$ cat src/rtl/core/lfu_pkg.sv
`timescale 1ns / 1ps
`default_nettype none

package lfu_pkg;

    localparam int unsigned KEY_W   = 32;
    localparam int unsigned VALUE_W = 32;
    localparam int unsigned COUNT_W = 32;
    localparam int unsigned STAMP_W = 64;
    localparam int unsigned CAP_W   = 5;

    localparam logic [COUNT_W-1:0] COUNT_MAX = {COUNT_W{1'b1}};

    // Register index of the capacity register on the configuration port.
    localparam logic REG_CAPACITY = 1'b0;

    typedef enum logic [1:0] {
        ST_IDLE,
        ST_SCAN,
        ST_UPDATE
    } lfu_state_t;

    typedef struct packed {
        logic [KEY_W-1:0]   key;
        logic [VALUE_W-1:0] value;
        logic [COUNT_W-1:0] count;
        logic [STAMP_W-1:0] stamp;
    } lfu_entry_t;

    localparam int unsigned ENTRY_W = $bits(lfu_entry_t);

endpackage

`default_nettype wire

$ cat src/rtl/core/lfu_ram.sv
`timescale 1ns / 1ps
`default_nettype none

module lfu_ram #(
    parameter int unsigned WIDTH = 8,
    parameter int unsigned DEPTH = 16
) (
    input  wire logic                                   clk,
    input  wire logic                                   we,
    input  wire logic [(DEPTH > 1 ? $clog2(DEPTH) : 1)-1:0] waddr,
    input  wire logic [WIDTH-1:0]                       wdata,
    input  wire logic                                   re,
    input  wire logic [(DEPTH > 1 ? $clog2(DEPTH) : 1)-1:0] raddr,
    output logic      [WIDTH-1:0]                       rdata
);

    logic [WIDTH-1:0] mem [DEPTH];
    logic [WIDTH-1:0] rdata_reg;

    always_ff @(posedge clk)
    begin
        if (we)
        begin
            mem[waddr] <= wdata;
        end
        if (re)
        begin
            rdata_reg <= mem[raddr];
        end
    end

    assign rdata = rdata_reg;

endmodule

`default_nettype wire

$ cat src/rtl/core/lfu_cache_table_top.sv
`timescale 1ns / 1ps
`default_nettype none

// Channel  Handshake                Payload
// in       in_valid / in_ready      kind, lookup_key, write_value
// out      out_valid / out_ready    found, read_value
// cfg      psel, penable, pwrite    paddr, pwdata, prdata, pready
//
// From accept to the next accept, an item passes through the accept, one entry read
// per resident entry, a pass over the last registered read, and an update.
// A put with capacity zero is dropped in the cycle it is accepted.
// Reset clears occupancy, the access clock and all control state; no clearing pass is run.
// A get result waits in the output register while the next item is accepted; a later get
// holds in its update cycle until that register is free.

module lfu_cache_table_top
    import lfu_pkg::*;
#(
    parameter int unsigned ENTRIES = 16
) (
    input  wire logic                clk,
    input  wire logic                rst_n,
    input  wire logic                in_valid,
    output logic                     in_ready,
    input  wire logic                kind,
    input  wire logic signed [31:0]  lookup_key,
    input  wire logic signed [31:0]  write_value,
    output logic                     out_valid,
    input  wire logic                out_ready,
    output logic                     found,
    output logic signed [31:0]       read_value,
    input  wire logic                psel,
    input  wire logic                penable,
    input  wire logic                pwrite,
    input  wire logic [2:0]          paddr,
    input  wire logic [31:0]         pwdata,
    output logic [31:0]              prdata,
    output logic                     pready
);

    localparam int unsigned IDX_W = (ENTRIES > 1) ? $clog2(ENTRIES) : 1;
    localparam int unsigned OCC_W = $clog2(ENTRIES + 1);
    localparam int unsigned CMP_W = (OCC_W > CAP_W) ? OCC_W : CAP_W;

    lfu_state_t         state_reg, state_next;
    logic               kind_reg, kind_next;
    logic [KEY_W-1:0]   key_reg, key_next;
    logic [VALUE_W-1:0] wval_reg, wval_next;
    logic [OCC_W-1:0]   issue_idx_reg, issue_idx_next;
    logic               rd_vld_reg, rd_vld_next;
    logic [IDX_W-1:0]   rd_idx_reg, rd_idx_next;
    logic               hit_found_reg, hit_found_next;
    logic [IDX_W-1:0]   hit_idx_reg, hit_idx_next;
    logic [VALUE_W-1:0] hit_value_reg, hit_value_next;
    logic [COUNT_W-1:0] hit_count_reg, hit_count_next;
    logic               best_vld_reg, best_vld_next;
    logic [IDX_W-1:0]   best_idx_reg, best_idx_next;
    logic [COUNT_W-1:0] best_count_reg, best_count_next;
    logic [STAMP_W-1:0] best_stamp_reg, best_stamp_next;
    logic [STAMP_W-1:0] clock_reg, clock_next;
    logic [OCC_W-1:0]   occ_reg, occ_next;
    logic [CAP_W-1:0]   capacity_reg, capacity_next;
    logic               out_valid_reg, out_valid_next;
    logic               found_reg, found_next;
    logic [VALUE_W-1:0] read_value_reg, read_value_next;

    logic               ram_we;
    logic [IDX_W-1:0]   ram_waddr;
    lfu_entry_t         ram_wdata;
    logic               ram_re;
    logic [IDX_W-1:0]   ram_raddr;
    logic [ENTRY_W-1:0] ram_rdata;
    lfu_entry_t         rd_entry;

    logic [CMP_W-1:0]   cap_raw;
    logic [CMP_W-1:0]   cap_eff;
    logic [STAMP_W-1:0] stamp_new;
    logic [COUNT_W-1:0] hit_count_inc;
    logic               issue;
    logic               cfg_write;

    lfu_ram #(
        .WIDTH(ENTRY_W),
        .DEPTH(ENTRIES)
    ) u_entry_ram (
        .clk  (clk),
        .we   (ram_we),
        .waddr(ram_waddr),
        .wdata(ram_wdata),
        .re   (ram_re),
        .raddr(ram_raddr),
        .rdata(ram_rdata)
    );

    assign rd_entry  = lfu_entry_t'(ram_rdata);
    assign cap_raw   = CMP_W'(capacity_reg);
    assign cap_eff   = (cap_raw > CMP_W'(ENTRIES)) ? CMP_W'(ENTRIES) : cap_raw;
    assign stamp_new = clock_reg + STAMP_W'(1);
    assign hit_count_inc = (hit_count_reg == COUNT_MAX) ? hit_count_reg
                                                        : hit_count_reg + COUNT_W'(1);
    assign issue     = (issue_idx_reg < occ_reg);

    assign cfg_write = psel && penable && pwrite;
    assign pready    = 1'b1;
    assign prdata    = (paddr[2] == REG_CAPACITY) ? {{(32 - CAP_W){1'b0}}, capacity_reg}
                                                  : 32'd0;

    assign in_ready   = (state_reg == ST_IDLE);
    assign out_valid  = out_valid_reg;
    assign found      = found_reg;
    assign read_value = read_value_reg;

    always_comb
    begin
        state_next      = state_reg;
        kind_next       = kind_reg;
        key_next        = key_reg;
        wval_next       = wval_reg;
        issue_idx_next  = issue_idx_reg;
        rd_vld_next     = 1'b0;
        rd_idx_next     = rd_idx_reg;
        hit_found_next  = hit_found_reg;
        hit_idx_next    = hit_idx_reg;
        hit_value_next  = hit_value_reg;
        hit_count_next  = hit_count_reg;
        best_vld_next   = best_vld_reg;
        best_idx_next   = best_idx_reg;
        best_count_next = best_count_reg;
        best_stamp_next = best_stamp_reg;
        clock_next      = clock_reg;
        occ_next        = occ_reg;
        capacity_next   = capacity_reg;
        out_valid_next  = out_valid_reg;
        found_next      = found_reg;
        read_value_next = read_value_reg;

        ram_we    = 1'b0;
        ram_waddr = hit_idx_reg;
        ram_wdata = '{key: key_reg, value: hit_value_reg, count: hit_count_inc,
                      stamp: stamp_new};
        ram_re    = 1'b0;
        ram_raddr = issue_idx_reg[IDX_W-1:0];

        if (out_valid_reg && out_ready)
        begin
            out_valid_next = 1'b0;
        end

        if (cfg_write && paddr[2] == REG_CAPACITY)
        begin
            capacity_next = pwdata[CAP_W-1:0];
        end

        case (state_reg)
            ST_IDLE:
            begin
                if (in_valid)
                begin
                    kind_next      = kind;
                    key_next       = lookup_key;
                    wval_next      = write_value;
                    issue_idx_next = '0;
                    hit_found_next = 1'b0;
                    best_vld_next  = 1'b0;
                    // A put is dropped when the cache may hold nothing.
                    if (!(kind && cap_eff == '0))
                    begin
                        state_next = ST_SCAN;
                    end
                end
            end

            ST_SCAN:
            begin
                ram_re      = issue;
                rd_vld_next = issue;
                rd_idx_next = issue_idx_reg[IDX_W-1:0];
                if (issue)
                begin
                    issue_idx_next = issue_idx_reg + OCC_W'(1);
                end
                if (rd_vld_reg)
                begin
                    if (!hit_found_reg && rd_entry.key == key_reg)
                    begin
                        hit_found_next = 1'b1;
                        hit_idx_next   = rd_idx_reg;
                        hit_value_next = rd_entry.value;
                        hit_count_next = rd_entry.count;
                    end
                    if (!best_vld_reg || rd_entry.count < best_count_reg ||
                        (rd_entry.count == best_count_reg && rd_entry.stamp < best_stamp_reg))
                    begin
                        best_vld_next   = 1'b1;
                        best_idx_next   = rd_idx_reg;
                        best_count_next = rd_entry.count;
                        best_stamp_next = rd_entry.stamp;
                    end
                end
                if (!issue)
                begin
                    state_next = ST_UPDATE;
                end
            end

            ST_UPDATE:
            begin
                if (!kind_reg)
                begin
                    if (!out_valid_reg || out_ready)
                    begin
                        out_valid_next  = 1'b1;
                        found_next      = hit_found_reg;
                        read_value_next = hit_found_reg ? hit_value_reg : '0;
                        if (hit_found_reg)
                        begin
                            ram_we     = 1'b1;
                            clock_next = stamp_new;
                        end
                        state_next = ST_IDLE;
                    end
                end
                else
                begin
                    ram_we     = 1'b1;
                    clock_next = stamp_new;
                    if (hit_found_reg)
                    begin
                        ram_wdata.value = wval_reg;
                    end
                    else
                    begin
                        ram_wdata.value = wval_reg;
                        ram_wdata.count = COUNT_W'(1);
                        if (CMP_W'(occ_reg) >= cap_eff)
                        begin
                            ram_waddr = best_idx_reg;
                        end
                        else
                        begin
                            ram_waddr = occ_reg[IDX_W-1:0];
                            occ_next  = occ_reg + OCC_W'(1);
                        end
                    end
                    state_next = ST_IDLE;
                end
            end

            default:
            begin
                state_next = ST_IDLE;
            end
        endcase
    end

    always_ff @(posedge clk or negedge rst_n)
    begin
        if (!rst_n)
        begin
            state_reg     <= ST_IDLE;
            rd_vld_reg    <= 1'b0;
            clock_reg     <= '0;
            occ_reg       <= '0;
            capacity_reg  <= CAP_W'(16);
            out_valid_reg <= 1'b0;
        end
        else
        begin
            state_reg     <= state_next;
            rd_vld_reg    <= rd_vld_next;
            clock_reg     <= clock_next;
            occ_reg       <= occ_next;
            capacity_reg  <= capacity_next;
            out_valid_reg <= out_valid_next;
        end
    end

    always_ff @(posedge clk)
    begin
        kind_reg       <= kind_next;
        key_reg        <= key_next;
        wval_reg       <= wval_next;
        issue_idx_reg  <= issue_idx_next;
        rd_idx_reg     <= rd_idx_next;
        hit_found_reg  <= hit_found_next;
        hit_idx_reg    <= hit_idx_next;
        hit_value_reg  <= hit_value_next;
        hit_count_reg  <= hit_count_next;
        best_vld_reg   <= best_vld_next;
        best_idx_reg   <= best_idx_next;
        best_count_reg <= best_count_next;
        best_stamp_reg <= best_stamp_next;
        found_reg      <= found_next;
        read_value_reg <= read_value_next;
    end

endmodule

`default_nettype wire

$ cat config.mk
export PLATFORM = sky130hd
export DESIGN_NAME = lfu_cache_table_top
export DESIGN_NICKNAME = d
export VERILOG_FILES = /design/src/rtl/core/lfu_pkg.sv /design/src/rtl/core/lfu_ram.sv /design/src/rtl/core/lfu_cache_table_top.sv
export SDC_FILE = /design/constraint.sdc
export NUM_CORES = 2
export LEC_CHECK = 0
export BUFFER_PORTS_ARGS = -buffer_cell sky130_fd_sc_hd__buf_2
export CAP_MARGIN = 5
export CORE_UTILIZATION = 50
export CTS_BUF_LIST = sky130_fd_sc_hd__clkbuf_16
export DETAILED_ROUTE_END_ITERATION = 10
export HOLD_SLACK_MARGIN = 0.12
export PLACE_DENSITY = 0.63
export SLEW_MARGIN = 15
export SYNTH_ARGS = -nofsm -noshare
export SYNTH_HDL_FRONTEND = slang
export SYNTH_SLANG_ARGS = --single-unit
$ cat constraint.sdc
create_clock -name clk -period 37.8 [get_ports clk]
set_input_delay 7.56 -clock clk [delete_from_list [all_inputs] [get_ports clk]]
set_output_delay 7.56 -clock clk [all_outputs]
set_load 0.02 [all_outputs]
== Yosys cells after proc, flatten, opt, wreduce, memory -nomap -nowiden ==
Memories as Yosys holds them, arrays and structs flattened. A register that Yosys moved wholly into a read port is not among the register bits.
Index checks and enable logic that the tools add are counted.

* ROM bits: 0
* Word-level logic and storage cells: 116
* Memories kept: 1
* Bits in latches: 0
* Output and inout bits: 68
* Input bits: 107
* Bits in writable memories: 2560
* Register bits after elaboration: 355

* Reduce and logical (&&, ||, !) cells: 28
* Shifts and indexed selects: 0
* Add/sub/neg operators: 4
* $lt $le $gt $ge: 5
* Mux-type cells: 40
* Equality and inequality tests: 13
* Div/mod/pow operators: 0
* Multiply operators: 0
* Bitwise logic cells: 4

{| class="wikitable"
|+ Memory list
! memory !! depth !! bits a word !! read ports !! clocked after Yosys merged registers in !! write ports !! line !! RTL
|-
| u_entry_ram.mem || 16 || 160 || 1 || 1 || 1 || lfu_ram.sv:17 || <nowiki>logic [WIDTH-1:0] mem [DEPTH];</nowiki>
|}

{| class="wikitable"
|+ Operators by type and width
! operator !! number
|-
| 64-bit two-way mux || 5
|-
| 64-bit by 1-bit adder with 64-bit output (second input constant) || 1
|-
| 32-bit equality test || 2
|-
| 64-bit < comparator || 1
|-
| 32-bit two-way mux || 2
|-
| 32-bit by 1-bit adder with 32-bit output (second input constant) || 1
|-
| 32-bit equality test (second input constant) || 1
|-
| 32-bit < comparator || 1
|-
| 5-bit two-way mux || 4
|-
| 1-bit two-way mux || 16
|-
| 4-bit two-way mux || 4
|-
| 4-bit AND reduction || 4
|-
| 3-bit AND reduction || 5
|-
| 2-bit inequality test (second input constant) || 7
|-
| 5-bit by 1-bit adder with 5-bit output (second input constant) || 2
|-
| 2-bit two-way mux || 5
|-
| 5-bit one-hot mux with 2 select lines || 1
|-
| 1-bit logical AND || 7
|-
| 2-bit one-hot mux with 3 select lines || 1
|-
| 2-bit nonzero test || 3
|-
| 5-bit >= comparator || 1
|-
| 5-bit greater-than comparator (second input constant) || 1
|-
| 5-bit logical NOT || 1
|-
| 5-bit < comparator || 1
|-
| other kinds (9) || 17
|}

== Depth between registers and ports, before layout ==
* Depth after elaboration: 7
* Depth in mapped cells: 10
* Mapped depth without buffers: 9

== By module ==
A second synthesis with hierarchy kept.

* Cells, all modules: 5645
* Area, all modules: 118542.4 µm²

{| class="wikitable"
|+ By module, submodules not included
! module !! instances !! cells an instance !! sequential area each (µm²) !! area each (µm²)
|-
| lfu_ram || 1 || 4191 || 81678.3 || 100901.8
|-
| lfu_cache_table_top || 1 || 1454 || 10271.1 || 17640.7
|}

== Worst setup path before layout ==
No wires, ideal clock.

* Path kind: input to register
* From: input port out_ready
* To: memory u_entry_ram.mem[0][0] in the netlist's numbering (enable)
* Slack: 13.099 ns
* Arrival time: 23.626 ns
* Path buffers: 1
* Setup time: 1.075 ns
* Stages: 6
* Data required time: 36.725 ns
* Cells stage by stage: nand2b_1 a21oi_1 nor2_1 clkbuf_1 o211ai_1 nor4_1

* Cells in the longest elaborated chain, start to end: 6

{| class="wikitable"
|+ Ends and longest elaborated chain
! what !! line !! RTL
|-
| start: declaration || lfu_cache_table_top.sv:29 || <nowiki>input wire logic out_ready,</nowiki>
|-
| 1-bit logical OR || lfu_cache_table_top.sv:210 || <nowiki>if (!out_valid_reg || out_ready)</nowiki>
|-
| 1-bit two-way mux || lfu_cache_table_top.sv:210 ||
|-
| 1-bit two-way mux || lfu_cache_table_top.sv:208 || <nowiki>if (!kind_reg)</nowiki>
|-
| 1-bit two-way mux || lfu_cache_table_top.sv:154 || <nowiki>case (state_reg)</nowiki>
|-
| 1-bit two-way mux || lfu_ram.sv:22 || <nowiki>if (we)</nowiki>
|-
| 1-bit two-way mux (not written as such) || lfu_ram.sv:24 || <nowiki>mem[waddr] <= wdata;</nowiki>
|-
| end: declaration || lfu_ram.sv:17 ||
|}

Every way passes these cells.

== Worst setup path in the final report ==
* From: input port paddr[2]
* To: output port prdata[3]

* Cells in the longest elaborated chain, start to end: 1

{| class="wikitable"
|+ Ends and longest elaborated chain
! what !! line !! RTL
|-
| start: declaration || lfu_cache_table_top.sv:35 || <nowiki>input wire logic [2:0] paddr,</nowiki>
|-
| 5-bit two-way mux || lfu_cache_table_top.sv:105 || <nowiki>assign prdata = (paddr[2] == REG_CAPACITY) ? {{(32 - CAP_W){1'b0}}, capacity_reg}</nowiki>
|-
| end: declaration || lfu_cache_table_top.sv:37 || <nowiki>output logic [31:0] prdata,</nowiki>
|}

Every way passes these cells.

==> metrics.md <==
| Metric | Value |
|---|---|
| DR pass1 iterations | `5` |
| Via count | `about 53,000` |
| Fin. max-slew vios | `0` |
| Number of port buffers | `roughly 120` |
| Shortest period the worst path allows | `15.53 ns` |
| Clk_skew | `between 0.09 and 0.1 ns` |
| Worst ir drop on vdd | `around 0.075 mV` |
| PnR worst setup slack | `roughly 22 ns` |
| Synth cell types | `62` |
| CTS tree | `done` |
| HPWL after detailed placement | `about 120 mm` |
| Critical path class | `input port to output pin` |
| Critical path cell sequence | `buf_2 -> nor2b_1 -> buf_2` |
| Post-synth EDFFs | `~3,000` |
| Final Instance Area | `about 0.13 sq mm` |
| Status | `finished, final reports clean` |
| Gr usage total | `around 22%` |
| Critical Path Stages | `3` |
| Commonest non-fill, non-tap cell in the layout | `edfxtp_1` |
| Routed wire per std cell | `between 20 and 30 microns` |
| Critical Path RT | `approximately 30 ns` |
| Tcrit/Tclk final | `~41%` |
| Worst Path Max Fanout | `6` |
| Setup crit end kind | `output pin` |
| Number of global-route vias before repair | `54,900` |
| Final count of hold timing violations | `0` |
| Power per standard cell area | `66.0 mW/mm^2` |
| GRT Residual Overflow | `0` |
| Via density per instance | `between 5 and 6` |
| Ys Warns | `0` |
| Worst r2r src | `u_entry_ram.rdata[72]$_DFFE_PP_` |
| CP endpoint | `prdata[3]` |
| Grt peak-use layer | `met2` |
| Initial antenna violation count | `7` |
| Yosys reg bits | `~3,100` |
| Leading area contributor after synthesis | `edfxtp_1` |
| Longest Clk Path Bufs | `4` |
| Crit path from | `paddr[2]` |
| Core area | `0.235 sq mm` |
| Grt met2 use | `35.3%` |
| CP bufs+invs | `2` |
| Leak | `roughly 45 nW` |
| Initial Util | `between 50% and 60%` |
| CP max stage delay | `0.17 ns` |
| Placer Congestion | `approximately 0.76` |
| Relative slew slack | `a little over an eighth` |
| Commonest non-fill, non-tap cells in the layout | `edfxtp_1, mux4_2, clkbuf_16` |
| Hold-fix buffers, CTS | `0` |
| IO Pins | `~180` |
| Slew @ Worst Pin | `between 1 and 1.5 ns` |
| Worst path slowest cell | `buf_2` |
| DIE WIDTH | `between 400 and 500 microns` |
| Finished Core Util | `roughly 57%` |
| Met1 GRT Util | `a little under a third` |
| Reg2Reg Setup Slack | `roughly 32 ns` |
| CTS buffer count | `around 330` |
| Unrepaired setup endpoints after global routing | `false` |
| Global Route met3 Usage | `roughly 3.6%` |
| Pre-CTS setup slack | `around 22 ns` |
| # rows | `178` |
| Die ar. | `roughly 0.24 sq mm` |
| CP Data Arrival Time | `7.97 ns` |
| DR iter-0 viols | `between 5,000 and 6,000` |
| R2R depth | `9` |
| Placed inst area | `about 0.12 sq mm` |
| Crit path top cell by count | `buf_2` |
| Area grow syn2layout | `12.7%` |
| Number of fill cells | `~17,000` |
| Die height | `around 500 microns` |
| Residual DRC count | `0` |
| Layout cell share with drive strength beyond 1 | `26.8%` |
| Synth area leaders | `edfxtp_1, mux4_2, dfrtp_1, ha_1, xnor2_1` |
| CP delay by family, top | `buffers and inverters` |
| Nets | `5,729` |
| Top FF cell, synth | `edfxtp_1` |
| Final setup violating endpoints | `0` |
| Yosys top cell area share | `about three quarters` |
| CP Launch Type | `input port` |
| Async SR Flop Fraction | `2.54%` |
| RR Endpoint | `best_vld_reg$_DFFE_PP_` |
| Final TNS setup | `0 ns` |
| Largest net degree at the start of global routing | `about 110` |
| Post-Syn Instances | `a little over 5,000` |
| Syn_area_per_cell | `22.8 sq um` |
| Seq/Total Area, Yosys | `roughly 78%` |
| Hold crit path type | `flop to flop` |
| Global-route wire length before repair | `around 370 mm` |
| Worst skew pair latency | `0.98 ns` |
| Routed wire length | `between 200 and 300 mm` |
| H-tree depth | `5` |
| PostCTS Resize Cnt | `0` |
| Postcts setup bufs | `0` |
| Routed Antenna Nets | `0` |
| Clock Pin Slew Worst Setup and Hold Paths | `0.06 ns` |
| CTS Root Cell | `clkbuf_16` |
| Fmax | `between 60 and 70 MHz` |
| Total Power | `a little under 9 mW` |
| Max reg flops | `between 2,000 and 3,000` |
| Mapped Area | `0.118 sq mm` |
| Clock sink count | `around 3,000` |
| Max-cap viol count | `0` |
[cells in the mapped netlist (28+ instances only)]
cell type,number
nand3_1,49
inv_1,118
xnor2_1,104
buf_4,32
dfrtp_1,77
mux2_2,37
nor2_1,119
nor4_1,28
mux4_2,800
nand4_1,50
clkbuf_1,147
xor2_1,82
a21oi_1,49
ha_1,108
nand2_1,102
and2_1,36
edfxtp_1,2997
buf_2,33
[cells by family (layout without fill, tap and decap cells)]
kind of cell,count (synthesis),in the layout,share of synthesized area (%)
DFF,3075,3075,77.8
muxes,842,842,15.6
and+or+nand+nor,483,483,2.10
buffers and inverters,357,911,1.27
xor gates and xnor gates,186,186,1.38
AOI/OAI and AO/OA,119,119,0.606
adders and majority gates,108,108,1.14
other,2,31,0.00636
[worst min-delay path by stage]
stage | start | endpoint | slack, ns | depth (start not counted)
detailed placement | u_entry_ram.rdata[125]$_DFFE_PP_ | hit_value_reg[29]$_DFFE_PP_ | 0.41 | 0
floorplan | u_entry_ram.rdata[96]$_DFFE_PP_ | hit_value_reg[0]$_DFFE_PP_ | 0.40 | 0
CTS | u_entry_ram.rdata[111]$_DFFE_PP_ | hit_value_reg[15]$_DFFE_PP_ | 0.39 | 0
global route | u_entry_ram.rdata[111]$_DFFE_PP_ | hit_value_reg[15]$_DFFE_PP_ | 0.40 | 0
finish | u_entry_ram.rdata[111]$_DFFE_PP_ | hit_value_reg[15]$_DFFE_PP_ | 0.40 | 0
global placement | u_entry_ram.rdata[121]$_DFFE_PP_ | hit_value_reg[25]$_DFFE_PP_ | 0.40 | 0
[worst reg2reg max path: stages (launching register included)]
cell      delay [ns]
edfxtp_1        0.46
ha_1            0.32
nand4_1         0.15
nor4_1          1.10
and3_1          0.41
o211ai_1        0.34
o22ai_1         0.55
or2_4           0.83
buf_4           0.80
nand2b_1        0.27
[where the power goes]
group | total, mW | internal, mW | switching [mW] | leakage, nW
registers | 4.08 | 3.99 | 0.0855 | 30.0
clock network | 3.02 | 1.76 | 1.26 | 5.23
logic | 1.69 | 0.782 | 0.906 | 9.71
total | 8.78 | 6.53 | 2.25 | 45.0
[routing by layer]
layer	vias to the layer above	share of wire (%)
met5	-	0.0091
li1	22200	-
met2	1686	50
met1	28800	42
met3	345	5.9
met4	4	2.2
[per-stage QoR]
step | std cells | hold slack, ns
after floorplan | 5198 | 0.400
after global placement | 8336 | 0.403
after detailed placement | 8336 | 0.405
after CTS | 8902 | 0.395
after global routing | 8903 | 0.399
final | 8905 | 0.398
[area by class of cell]
cell class                 instances  area, sq um  share of cell area (%)
multi-input combinational       1766        25100                    18.8
clock inverter                   236         1790                    1.35
timing repair buffer             227         1600                    1.20
tap                             3150         3940                    2.96
clock buffer                     330         8260                    6.21
antenna                            3         7.51                 0.00564
inverter                         118          453                   0.340
sequential                      3075        91900                    69.1
Note: power is estimated with default switching activity, not from simulation.
